**config.mk**
```make
export PLATFORM = sky130hd
export DESIGN_NAME = status_packet_deframer_unit_flat
export DESIGN_NICKNAME = d
export VERILOG_FILES = /design/src/hdl/spd_pkg.sv /design/src/hdl/spd_if.sv /design/src/hdl/spd_front.sv /design/src/hdl/spd_queue.sv /design/src/hdl/spd_back.sv /design/src/hdl/status_packet_deframer_unit.sv /design/src/flat_wrapper.sv
export SDC_FILE = /design/constraint.sdc
export NUM_CORES = 1
export LEC_CHECK = 0
export BUFFER_PORTS_ARGS = -buffer_cell sky130_fd_sc_hd__buf_2
export CAP_MARGIN = 5
export CORE_MARGIN = 2
export CORE_UTILIZATION = 61
export CTS_CLUSTER_SIZE = 14
export DETAILED_ROUTE_END_ITERATION = 8
export PLACE_DENSITY = 0.9
export RECOVER_POWER = 50
export SLEW_MARGIN = 20
export SYNTH_ARGS = -nofsm -noshare
export SYNTH_HDL_FRONTEND = slang
export SYNTH_SLANG_ARGS = --single-unit
```
**constraint.sdc**
```tcl
create_clock -name clk -period 5.23 [get_ports clk]
set_clock_uncertainty 0.15 [all_clocks]
set_input_delay 0.7845 -clock clk [delete_from_list [all_inputs] [get_ports clk]]
set_output_delay 0.7845 -clock clk [all_outputs]
set_load 0.02 [all_outputs]
```
**src/hdl/spd_pkg.sv**
```systemverilog
// Package for the status packet deframer: constants, types and the CRC-16 byte update.
package spd_pkg;

  localparam int QDEPTH = 4;
  localparam int QAW    = $clog2(QDEPTH);

  localparam logic [7:0]  HDR_SYNC  = 8'hFF;
  localparam logic [7:0]  HDR_THIRD = 8'hFD;
  localparam logic [7:0]  HDR_FOURTH = 8'h00;
  localparam logic [15:0] CRC_POLY  = 16'h8005;
  localparam logic [15:0] CRC_MSB   = 16'h8000;
  localparam logic [15:0] LEN_MIN   = 16'd3;

  typedef enum logic [2:0] {
    RC_OK      = 3'd0,
    RC_HEADER  = 3'd1,
    RC_SHORT   = 3'd2,
    RC_CRC     = 3'd3,
    RC_TIMEOUT = 3'd4
  } rc_t;

  typedef enum logic [10:0] {
    PH_HUNT  = 11'b00000000001,
    PH_HDR2  = 11'b00000000010,
    PH_HDR3  = 11'b00000000100,
    PH_HDR4  = 11'b00000001000,
    PH_ID    = 11'b00000010000,
    PH_LENL  = 11'b00000100000,
    PH_LENH  = 11'b00001000000,
    PH_INST  = 11'b00010000000,
    PH_PARAM = 11'b00100000000,
    PH_CRCL  = 11'b01000000000,
    PH_CRCH  = 11'b10000000000
  } phase_t;

  // classified input word
  typedef struct packed {
    logic       timeout;
    logic [7:0] b;
    logic       is_sync;
    logic       is_third;
    logic       is_fourth;
  } tok_t;

  function automatic logic [15:0] crc_byte(input logic [15:0] crc, input logic [7:0] b);
    logic [15:0] c;
    c = crc ^ {b, 8'h00};
    for (int i = 0; i < 8; i++) begin
      if ((c & CRC_MSB) != 16'h0000) begin
        c = (c << 1) ^ CRC_POLY;
      end else begin
        c = c << 1;
      end
    end
    return c;
  endfunction

endpackage

```
**src/hdl/spd_if.sv**
```systemverilog
// Valid/ready channel interfaces for the deframer input and result words.
interface spd_in_if;
  logic       valid;
  logic       ready;
  logic       op;
  logic [7:0] rx_byte;

  modport source (output valid, output op, output rx_byte, input ready);
  modport sink   (input valid, input op, input rx_byte, output ready);
endinterface

interface spd_out_if;
  logic       valid;
  logic       ready;
  logic [7:0] data_byte;
  logic [7:0] servo_id;
  logic [7:0] instruction;
  logic [7:0] error_byte;
  logic [2:0] result_code;
  logic       last;

  modport source (output valid, output data_byte, output servo_id, output instruction,
                  output error_byte, output result_code, output last, input ready);
  modport sink   (input valid, input data_byte, input servo_id, input instruction,
                  input error_byte, input result_code, input last, output ready);
endinterface

```
**src/hdl/spd_front.sv**
```systemverilog
// Front end: accepts input words and classifies them into queue tokens.
module spd_front
  import spd_pkg::*;
(
  spd_in_if.sink in_ch,
  input  logic   push_ready,
  output logic   push_valid,
  output tok_t   push_tok
);

  assign in_ch.ready = push_ready;
  assign push_valid  = in_ch.valid;

  always_comb begin
    push_tok.timeout   = in_ch.op;
    push_tok.b         = in_ch.rx_byte;
    push_tok.is_sync   = (in_ch.rx_byte == HDR_SYNC);
    push_tok.is_third  = (in_ch.rx_byte == HDR_THIRD);
    push_tok.is_fourth = (in_ch.rx_byte == HDR_FOURTH);
  end

endmodule

```
**src/hdl/spd_queue.sv**
```systemverilog
// Short token queue between the front end and the parser.
module spd_queue
  import spd_pkg::*;
(
  input  logic clk,
  input  logic rst_n,
  input  logic push_valid,
  input  tok_t push_tok,
  output logic push_ready,
  output logic pop_valid,
  output tok_t pop_tok,
  input  logic pop
);

  tok_t             mem_r [QDEPTH];
  logic [QAW-1:0]   wr_ptr_r, wr_ptr_nxt;
  logic [QAW-1:0]   rd_ptr_r, rd_ptr_nxt;
  logic [QAW:0]     count_r, count_nxt;
  logic             do_push, do_pop;

  assign push_ready = (count_r != (QAW+1)'(QDEPTH));
  assign pop_valid  = (count_r != '0);
  assign pop_tok    = mem_r[rd_ptr_r];
  assign do_push    = push_valid && push_ready;
  assign do_pop     = pop && pop_valid;

  always_comb begin
    wr_ptr_nxt = do_push ? wr_ptr_r + 1'b1 : wr_ptr_r;
    rd_ptr_nxt = do_pop  ? rd_ptr_r + 1'b1 : rd_ptr_r;
    count_nxt  = count_r;
    if (do_push && !do_pop) begin
      count_nxt = count_r + 1'b1;
    end else if (do_pop && !do_push) begin
      count_nxt = count_r - 1'b1;
    end
  end

  always_ff @(posedge clk) begin
    if (!rst_n) begin
      wr_ptr_r <= '0;
      rd_ptr_r <= '0;
      count_r  <= '0;
    end else begin
      wr_ptr_r <= wr_ptr_nxt;
      rd_ptr_r <= rd_ptr_nxt;
      count_r  <= count_nxt;
    end
  end

  always_ff @(posedge clk) begin
    if (do_push) begin
      mem_r[wr_ptr_r] <= push_tok;
    end
  end

endmodule

```
**src/hdl/spd_back.sv**
```systemverilog
// Back end: packet parser state machine, CRC check and output register.
module spd_back
  import spd_pkg::*;
(
  input  logic       clk,
  input  logic       rst_n,
  input  logic       tok_valid,
  input  tok_t       tok,
  output logic       pop,
  spd_out_if.source  out_ch
);

  phase_t      phase_r, phase_nxt;
  logic [15:0] crc_r, crc_nxt;
  logic [15:0] frame_len_r, frame_len_nxt;
  logic [15:0] param_cnt_r, param_cnt_nxt;
  logic [7:0]  id_r, id_nxt;
  logic [7:0]  inst_r, inst_nxt;
  logic [7:0]  err_r, err_nxt;
  logic [7:0]  len_lo_r, len_lo_nxt;
  logic [7:0]  crc_lo_r, crc_lo_nxt;

  logic        ovld_r, ovld_nxt;
  logic [7:0]  o_data_r, o_data_nxt;
  logic [7:0]  o_id_r, o_id_nxt;
  logic [7:0]  o_inst_r, o_inst_nxt;
  logic [7:0]  o_err_r, o_err_nxt;
  rc_t         o_rc_r, o_rc_nxt;
  logic        o_last_r, o_last_nxt;

  logic        vflag;
  rc_t         vcode;
  logic [15:0] crc_upd;
  logic [15:0] cnt_inc;

  assign pop     = tok_valid && (!ovld_r || out_ch.ready);
  assign crc_upd = crc_byte(crc_r, tok.b);
  assign cnt_inc = param_cnt_r + 16'd1;

  always_comb begin
    phase_nxt     = phase_r;
    crc_nxt       = crc_r;
    frame_len_nxt = frame_len_r;
    param_cnt_nxt = param_cnt_r;
    id_nxt        = id_r;
    inst_nxt      = inst_r;
    err_nxt       = err_r;
    len_lo_nxt    = len_lo_r;
    crc_lo_nxt    = crc_lo_r;
    ovld_nxt      = ovld_r && !out_ch.ready;
    o_data_nxt    = o_data_r;
    o_id_nxt      = o_id_r;
    o_inst_nxt    = o_inst_r;
    o_err_nxt     = o_err_r;
    o_rc_nxt      = o_rc_r;
    o_last_nxt    = o_last_r;
    vflag         = 1'b0;
    vcode         = RC_OK;

    if (pop) begin
      if (tok.timeout) begin
        vflag = 1'b1;
        vcode = RC_TIMEOUT;
      end else begin
        unique case (phase_r)
          PH_HDR2: begin
            if (!tok.is_sync) begin
              vflag = 1'b1;
              vcode = RC_HEADER;
            end else begin
              crc_nxt   = crc_upd;
              phase_nxt = PH_HDR3;
            end
          end
          PH_HDR3: begin
            if (!tok.is_third) begin
              vflag = 1'b1;
              vcode = RC_HEADER;
            end else begin
              crc_nxt   = crc_upd;
              phase_nxt = PH_HDR4;
            end
          end
          PH_HDR4: begin
            if (!tok.is_fourth) begin
              vflag = 1'b1;
              vcode = RC_HEADER;
            end else begin
              crc_nxt   = crc_upd;
              phase_nxt = PH_ID;
            end
          end
          PH_ID: begin
            id_nxt    = tok.b;
            crc_nxt   = crc_upd;
            phase_nxt = PH_LENL;
          end
          PH_LENL: begin
            len_lo_nxt = tok.b;
            crc_nxt    = crc_upd;
            phase_nxt  = PH_LENH;
          end
          PH_LENH: begin
            frame_len_nxt = {tok.b, len_lo_r};
            crc_nxt       = crc_upd;
            phase_nxt     = PH_INST;
          end
          PH_INST: begin
            inst_nxt = tok.b;
            crc_nxt  = crc_upd;
            if (frame_len_r < LEN_MIN) begin
              vflag = 1'b1;
              vcode = RC_SHORT;
            end else begin
              param_cnt_nxt = '0;
              phase_nxt     = (frame_len_r == LEN_MIN) ? PH_CRCL : PH_PARAM;
            end
          end
          PH_PARAM: begin
            crc_nxt = crc_upd;
            if (param_cnt_r == '0) begin
              err_nxt = tok.b;
            end else begin
              ovld_nxt   = 1'b1;
              o_data_nxt = tok.b;
              o_id_nxt   = '0;
              o_inst_nxt = '0;
              o_err_nxt  = '0;
              o_rc_nxt   = RC_OK;
              o_last_nxt = 1'b0;
            end
            param_cnt_nxt = cnt_inc;
            if (cnt_inc >= frame_len_r - LEN_MIN) begin
              phase_nxt = PH_CRCL;
            end
          end
          PH_CRCL: begin
            crc_lo_nxt = tok.b;
            phase_nxt  = PH_CRCH;
          end
          PH_CRCH: begin
            vflag = 1'b1;
            vcode = ({tok.b, crc_lo_r} == crc_r) ? RC_OK : RC_CRC;
          end
          PH_HUNT: begin
            if (tok.is_sync) begin
              crc_nxt   = crc_byte(16'h0000, tok.b);
              phase_nxt = PH_HDR2;
            end
          end
          default: begin
            phase_nxt = PH_HUNT;
          end
        endcase
      end

      if (vflag) begin
        ovld_nxt      = 1'b1;
        o_data_nxt    = '0;
        o_id_nxt      = id_nxt;
        o_inst_nxt    = inst_nxt;
        o_err_nxt     = err_nxt;
        o_rc_nxt      = vcode;
        o_last_nxt    = 1'b1;
        phase_nxt     = PH_HUNT;
        crc_nxt       = '0;
        frame_len_nxt = '0;
        param_cnt_nxt = '0;
        id_nxt        = '0;
        inst_nxt      = '0;
        err_nxt       = '0;
        len_lo_nxt    = '0;
        crc_lo_nxt    = '0;
      end
    end
  end

  always_ff @(posedge clk) begin
    if (!rst_n) begin
      phase_r     <= PH_HUNT;
      crc_r       <= '0;
      frame_len_r <= '0;
      param_cnt_r <= '0;
      id_r        <= '0;
      inst_r      <= '0;
      err_r       <= '0;
      len_lo_r    <= '0;
      crc_lo_r    <= '0;
      ovld_r      <= 1'b0;
    end else begin
      phase_r     <= phase_nxt;
      crc_r       <= crc_nxt;
      frame_len_r <= frame_len_nxt;
      param_cnt_r <= param_cnt_nxt;
      id_r        <= id_nxt;
      inst_r      <= inst_nxt;
      err_r       <= err_nxt;
      len_lo_r    <= len_lo_nxt;
      crc_lo_r    <= crc_lo_nxt;
      ovld_r      <= ovld_nxt;
    end
  end

  always_ff @(posedge clk) begin
    o_data_r <= o_data_nxt;
    o_id_r   <= o_id_nxt;
    o_inst_r <= o_inst_nxt;
    o_err_r  <= o_err_nxt;
    o_rc_r   <= o_rc_nxt;
    o_last_r <= o_last_nxt;
  end

  assign out_ch.valid       = ovld_r;
  assign out_ch.data_byte   = o_data_r;
  assign out_ch.servo_id    = o_id_r;
  assign out_ch.instruction = o_inst_r;
  assign out_ch.error_byte  = o_err_r;
  assign out_ch.result_code = o_rc_r;
  assign out_ch.last        = o_last_r;

endmodule

```
**src/hdl/status_packet_deframer_unit.sv**
```systemverilog
// Top level of the status packet deframer: front end, token queue and parser.
//
// in_ch carries one word per handshake: op = 0 with a received byte in
// rx_byte, or op = 1 for a read timeout. out_ch carries parameter bytes
// (last = 0) after the first one, and one verdict word (last = 1) per packet
// with id, instruction, error byte and result code. A receiver drops the
// streamed bytes of a packet whose verdict is not ok.
// Throughput: one input word per cycle while out_ch.ready stays high, set by the
// one-byte CRC update and parser state update in the back end.
// An accepted input word is first written into the queue; the parser step then
// takes it into the output register, where any result word it yields is valid.
// A stalled receiver holds the output register; the parser stops, the
// four-entry queue fills and in_ch.ready drops only once it is full.
// Reset (rst_n low, synchronous) empties the queue and output register and
// puts the parser back to hunting for the first 0xFF.
module status_packet_deframer_unit
  import spd_pkg::*;
(
  input  logic       clk,
  input  logic       rst_n,
  spd_in_if.sink     in_ch,
  spd_out_if.source  out_ch
);

  logic push_valid, push_ready;
  tok_t push_tok;
  logic tok_valid, pop;
  tok_t tok;

  spd_front u_front (
    .in_ch      (in_ch),
    .push_ready (push_ready),
    .push_valid (push_valid),
    .push_tok   (push_tok)
  );

  spd_queue u_queue (
    .clk        (clk),
    .rst_n      (rst_n),
    .push_valid (push_valid),
    .push_tok   (push_tok),
    .push_ready (push_ready),
    .pop_valid  (tok_valid),
    .pop_tok    (tok),
    .pop        (pop)
  );

  spd_back u_back (
    .clk       (clk),
    .rst_n     (rst_n),
    .tok_valid (tok_valid),
    .tok       (tok),
    .pop       (pop),
    .out_ch    (out_ch)
  );

endmodule

```
**src/flat_wrapper.sv**
```systemverilog
// flat-port wrapper written by rule: the top's interface ports become plain ports
module status_packet_deframer_unit_flat import spd_pkg::*;
  (clk, rst_n, in_ch_valid, in_ch_op, in_ch_rx_byte, in_ch_ready, out_ch_valid, out_ch_data_byte, out_ch_servo_id, out_ch_instruction, out_ch_error_byte, out_ch_result_code, out_ch_last, out_ch_ready);
  spd_in_if in_ch_i ();
  spd_out_if out_ch_i ();
  input  logic clk;
  input  logic rst_n;
  input wire logic [$bits(in_ch_i.valid)-1:0] in_ch_valid;
  input wire logic [$bits(in_ch_i.op)-1:0] in_ch_op;
  input wire logic [$bits(in_ch_i.rx_byte)-1:0] in_ch_rx_byte;
  output wire logic [$bits(in_ch_i.ready)-1:0] in_ch_ready;
  output wire logic [$bits(out_ch_i.valid)-1:0] out_ch_valid;
  output wire logic [$bits(out_ch_i.data_byte)-1:0] out_ch_data_byte;
  output wire logic [$bits(out_ch_i.servo_id)-1:0] out_ch_servo_id;
  output wire logic [$bits(out_ch_i.instruction)-1:0] out_ch_instruction;
  output wire logic [$bits(out_ch_i.error_byte)-1:0] out_ch_error_byte;
  output wire logic [$bits(out_ch_i.result_code)-1:0] out_ch_result_code;
  output wire logic [$bits(out_ch_i.last)-1:0] out_ch_last;
  input wire logic [$bits(out_ch_i.ready)-1:0] out_ch_ready;
  assign in_ch_i.valid = in_ch_valid;
  assign in_ch_i.op = in_ch_op;
  assign in_ch_i.rx_byte = in_ch_rx_byte;
  assign in_ch_ready = in_ch_i.ready;
  assign out_ch_valid = out_ch_i.valid;
  assign out_ch_data_byte = out_ch_i.data_byte;
  assign out_ch_servo_id = out_ch_i.servo_id;
  assign out_ch_instruction = out_ch_i.instruction;
  assign out_ch_error_byte = out_ch_i.error_byte;
  assign out_ch_result_code = out_ch_i.result_code;
  assign out_ch_last = out_ch_i.last;
  assign out_ch_i.ready = out_ch_ready;
  status_packet_deframer_unit u_core (.clk(clk), .rst_n(rst_n), .in_ch(in_ch_i), .out_ch(out_ch_i));
endmodule
```
==> results.sh <==
export IMPL_drtIter0Drc=727
export IMPL_post_synthesis_instance_total=884
export IMPL_worst_pin_slew_ps=1050
export IMPL_synth_nets=926
export IMPL_clock_tree_root_cell="sky130_fd_sc_hd__clkbuf_16"
export IMPL_setup_repair_after_global_routing_missed_its_margin="false"
export IMPL_global_route_overflow_total=0
export IMPL_gp_congestion=0.940
export IMPL_power_combinational_fraction=0.401
export IMPL_detail_route_antenna_nets=0
export IMPL_cts_setup_buffers=0
export IMPL_yosys_warnings=0
export IMPL_hold_end="u_core.u_back.param_cnt_r[15]"
export IMPL_final_hold_viol_count=0
export IMPL_filler_cell_count=1104
export IMPL_synth_cells_most_frequent="sky130_fd_sc_hd__dfxtp_1, sky130_fd_sc_hd__edfxtp_1, sky130_fd_sc_hd__nor2b_1, sky130_fd_sc_hd__nand2_1, sky130_fd_sc_hd__nor2_1"
export IMPL_synth_top_area_share=0.267
export IMPL_yosys_cell_count_top_type="sky130_fd_sc_hd__dfxtp_1"
export IMPL_count_of_inserted_antenna_diode_cells=0
export IMPL_swShare=0.398
export IMPL_synth_main_ff_cell="sky130_fd_sc_hd__dfxtp_1"
export IMPL_slew_headroom=0.298
export IMPL_worst_path_max_fanout=40
export IMPL_syn_mean_instance_area_sq_um=10.7
export IMPL_status="completed"
export IMPL_tritoncts="yes"
export IMPL_powerDensity_nw_per_um2=539
export IMPL_layout_worst_path_cycle_share=0.787
export IMPL_grt_antenna_before_repair=1
export IMPL_final_max_slew_violation_count=0
export IMPL_worst_r2r_path_cells=9
export IMPL_path_type_of_the_worst_setup_path="flop to flop"
export IMPL_floorplan_initialDensity=0.622
export IMPL_r2r_end="u_core.u_back.param_cnt_r[7]"
export IMPL_worst_path_max_delay_cell="sky130_fd_sc_hd__dfxtp_1"
export IMPL_cts_hold_buffers_added=0
export IMPL_timing_fmax_mhz=243
export IMPL_max_cap_viol_count=0
export IMPL_synth_top_cells_by_area="sky130_fd_sc_hd__edfxtp_1, sky130_fd_sc_hd__dfxtp_1, sky130_fd_sc_hd__xnor2_1"
export IMPL_grt_total_usage=0.265
export IMPL_crit_family="compound AO/OA/AOI/OAI gates"
export IMPL_core_region_area_sq_um=15200
export IMPL_synth_cell_area_sq_um=9460
export IMPL_ir_worst_vdd_mv=0.441
export IMPL_worst_skew_pair_late_latency_ps=440
export IMPL_wirelength_um=20900
export IMPL_worstPathCellList="mux4_2 -> or4b_1 -> a311o_1 -> o311a_4 -> inv_2 -> o21ai_2 -> nor2_2 -> nand3b_1 -> a21boi_1"
export IMPL_htree_num_levels=4
export IMPL_timing_critical_path_buf_inv=1
export IMPL_hold_crit_start="u_core.u_back.param_cnt_r[15]"
export IMPL_period_minus_slack_ps=4120
export IMPL_top_layer="met5"
export IMPL_sum_of_negative_setup_slack_ps=0
export IMPL_clkPwrFrac=0.231
export IMPL_flow_area_growth_from_synthesis_pct=8.73
export IMPL_regToRegSetupSlack_ps=1110
export IMPL_largest_area_contributor_in_the_netlist="sky130_fd_sc_hd__edfxtp_1"
export IMPL_dr_total_vias=6912
export IMPL_first_global_vias=6646
export IMPL_internal_power_mw=3.34
export IMPL_clk_pin_slew_worst_paths_ps=70
export IMPL_timing_critical_path_from_type="flop"
export IMPL_rows=45
export IMPL_finalNetCount=949
export IMPL_synth_edf_count=84
export IMPL_first_pass_grt_wire_length_um=34000
export IMPL_synthArstFlopShare=0
export IMPL_utilization=0.677
export IMPL_pwr_share_seq=0.368
export IMPL_slowest_stage_delay_on_critical_path_ps=820
export IMPL_detailroute_wirelength_met3_um=1380
export IMPL_grt_start_max_net_pins=47
export IMPL_die_h_um=129
export IMPL_cp_required_ps=5460
export IMPL_placement_io_buffers=50
export IMPL_cts_repair_resized=0
export IMPL_synth_unique_cells=68
export IMPL_static_leakage_power_nw=3.63
export IMPL_met2_length_um=10100
export IMPL_number_of_buffers_inserted_during_clock_tree_synthesis=17
export IMPL_setup_worst_path_end_class="flop"
export IMPL_boundary_pin_count=51
export IMPL_synth_seq_cells=193
export IMPL_dr_pass1_iters=6
export IMPL_p_sw_mw=2.21
export IMPL_clock_sinks=193
export IMPL_timing_final_setup_violations=0
export IMPL_final_layout_size_suffix_gt1_frac=0.0773
export IMPL_min_delay_path_depth=2
export IMPL_cts_max_path_buffers=2
export IMPL_die_width_um=129
export IMPL_dpl_hpwl_um=14200
export IMPL_drc=0
export IMPL_vias_per_cell=6.24
export IMPL_critPathArrivalTime_ps=4340
export IMPL_wl_met1_um=8890
export IMPL_timing_hold_worst_class="flop to flop"
export IMPL_seq_area_frac_synth=0.497
export IMPL_die_area_sq_um=16500
export IMPL_routedWlPerCell_um=18.9
==> metrics by stage <==
step                      cells  hold WS [ps]  instance area (sq um)  power (mW)  setup WS, ps
after floorplan             884           306                   9460        3.78           576
after CTS                  1107           339                  10400        5.56          1150
final                      1107           345                  10300        5.55          1110
after detailed placement   1076           332                   9770        4.27          1180
after global placement     1076           321                   9770        4.20          1290
after global routing       1107           370                  10300        5.84           793
==> cell families (layout without fill, tap and decap cells) <==
| group | Yosys count | after routing | synth area share |
|---|---|---|---|
| compound gates | 151 | 151 | 0.115 |
| xor+xnor | 76 | 76 | 0.0718 |
| fa+ha+maj | 29 | 29 | 0.0391 |
| buf+inv | 77 | 112 | 0.0356 |
| flops | 193 | 193 | 0.497 |
| mux | 46 | 46 | 0.0645 |
| simple gates | 312 | 312 | 0.177 |
==> registers in the layout (all words and copies together) (netlist names), 8 cells and up, named ones only <==
register,flops
u_core.u_back.param_cnt_r,16
u_core.u_back.len_lo_r,8
u_core.u_back.out_ch.data_byte,8
u_core.u_back.crc_lo_r,8
u_core.u_back.id_r,8
u_core.u_back.out_ch.instruction,8
u_core.u_back.frame_len_r,16
u_core.u_back.err_r,8
u_core.u_back.out_ch.servo_id,8
u_core.u_back.inst_r,8
u_core.u_back.phase_r,11
u_core.u_queue.mem_r,48
u_core.u_back.out_ch.error_byte,8
u_core.u_back.crc_r,16
==> cells in the final DEF (no fill, tap or decap), drive strengths merged, types with 31 or more instances in the layout <==
cell,instances
a22oi,44
clkbuf,66
dfxtp,109
edfxtp,84
inv,31
mux2i,34
nand2,59
nor2,54
nor2b,70
o21ai,40
xnor2,51
==> worst max path at each step <==
stage / from / to / depth (start not counted)
floorplan: u_core.u_back.frame_len_r[2] / u_core.u_back.out_ch.data_byte[0] / 7
global placement: flop / u_core.u_back.param_cnt_r[7] / 9
detailed placement: flop / u_core.u_back.param_cnt_r[7] / 9
CTS: flop / u_core.u_back.param_cnt_r[7] / 9
global route: flop / u_core.u_back.param_cnt_r[3] / 9
finish: flop / u_core.u_back.param_cnt_r[7] / 9
==> layer usage <==
layer | global-route usage | up-vias
met5 | 0 | -
met4 | 0.101 | 2
met3 | 0.0624 | 61
met2 | 0.433 | 285
met1 | 0.347 | 3354
li1 | - | 3210
==> power by group through the flow <==
stage / Clock [mW] / Combinational, mW / Sequential, mW
global placement: 0 / 2.15 / 2.06
global route: 1.35 / 2.42 / 2.07
finish: 1.28 / 2.22 / 2.04
floorplan: 0 / 1.64 / 2.14
CTS: 1.29 / 2.23 / 2.03
detailed placement: 0 / 2.20 / 2.07
==> worst min-delay path: stages, from the launching register on <==
cell	delay [ps]
sky130_fd_sc_hd__dfxtp_1	340
sky130_fd_sc_hd__nand2_1	60
sky130_fd_sc_hd__a21boi_1	50
==> area by class of cell <==
| class | instances | area, sq um | share of cell area |
|---|---|---|---|
| Sequential cell | 193 | 4700 | 0.457 |
| Multi-Input combinational cell | 614 | 4440 | 0.431 |
| Clock buffer | 18 | 439 | 0.0427 |
| Tap cell | 188 | 235 | 0.0229 |
| Timing Repair Buffer | 56 | 233 | 0.0226 |
| Clock inverter | 13 | 144 | 0.0140 |
| Inverter | 25 | 93.8 | 0.00912 |
Note: power is estimated with default switching activity, not from simulation.
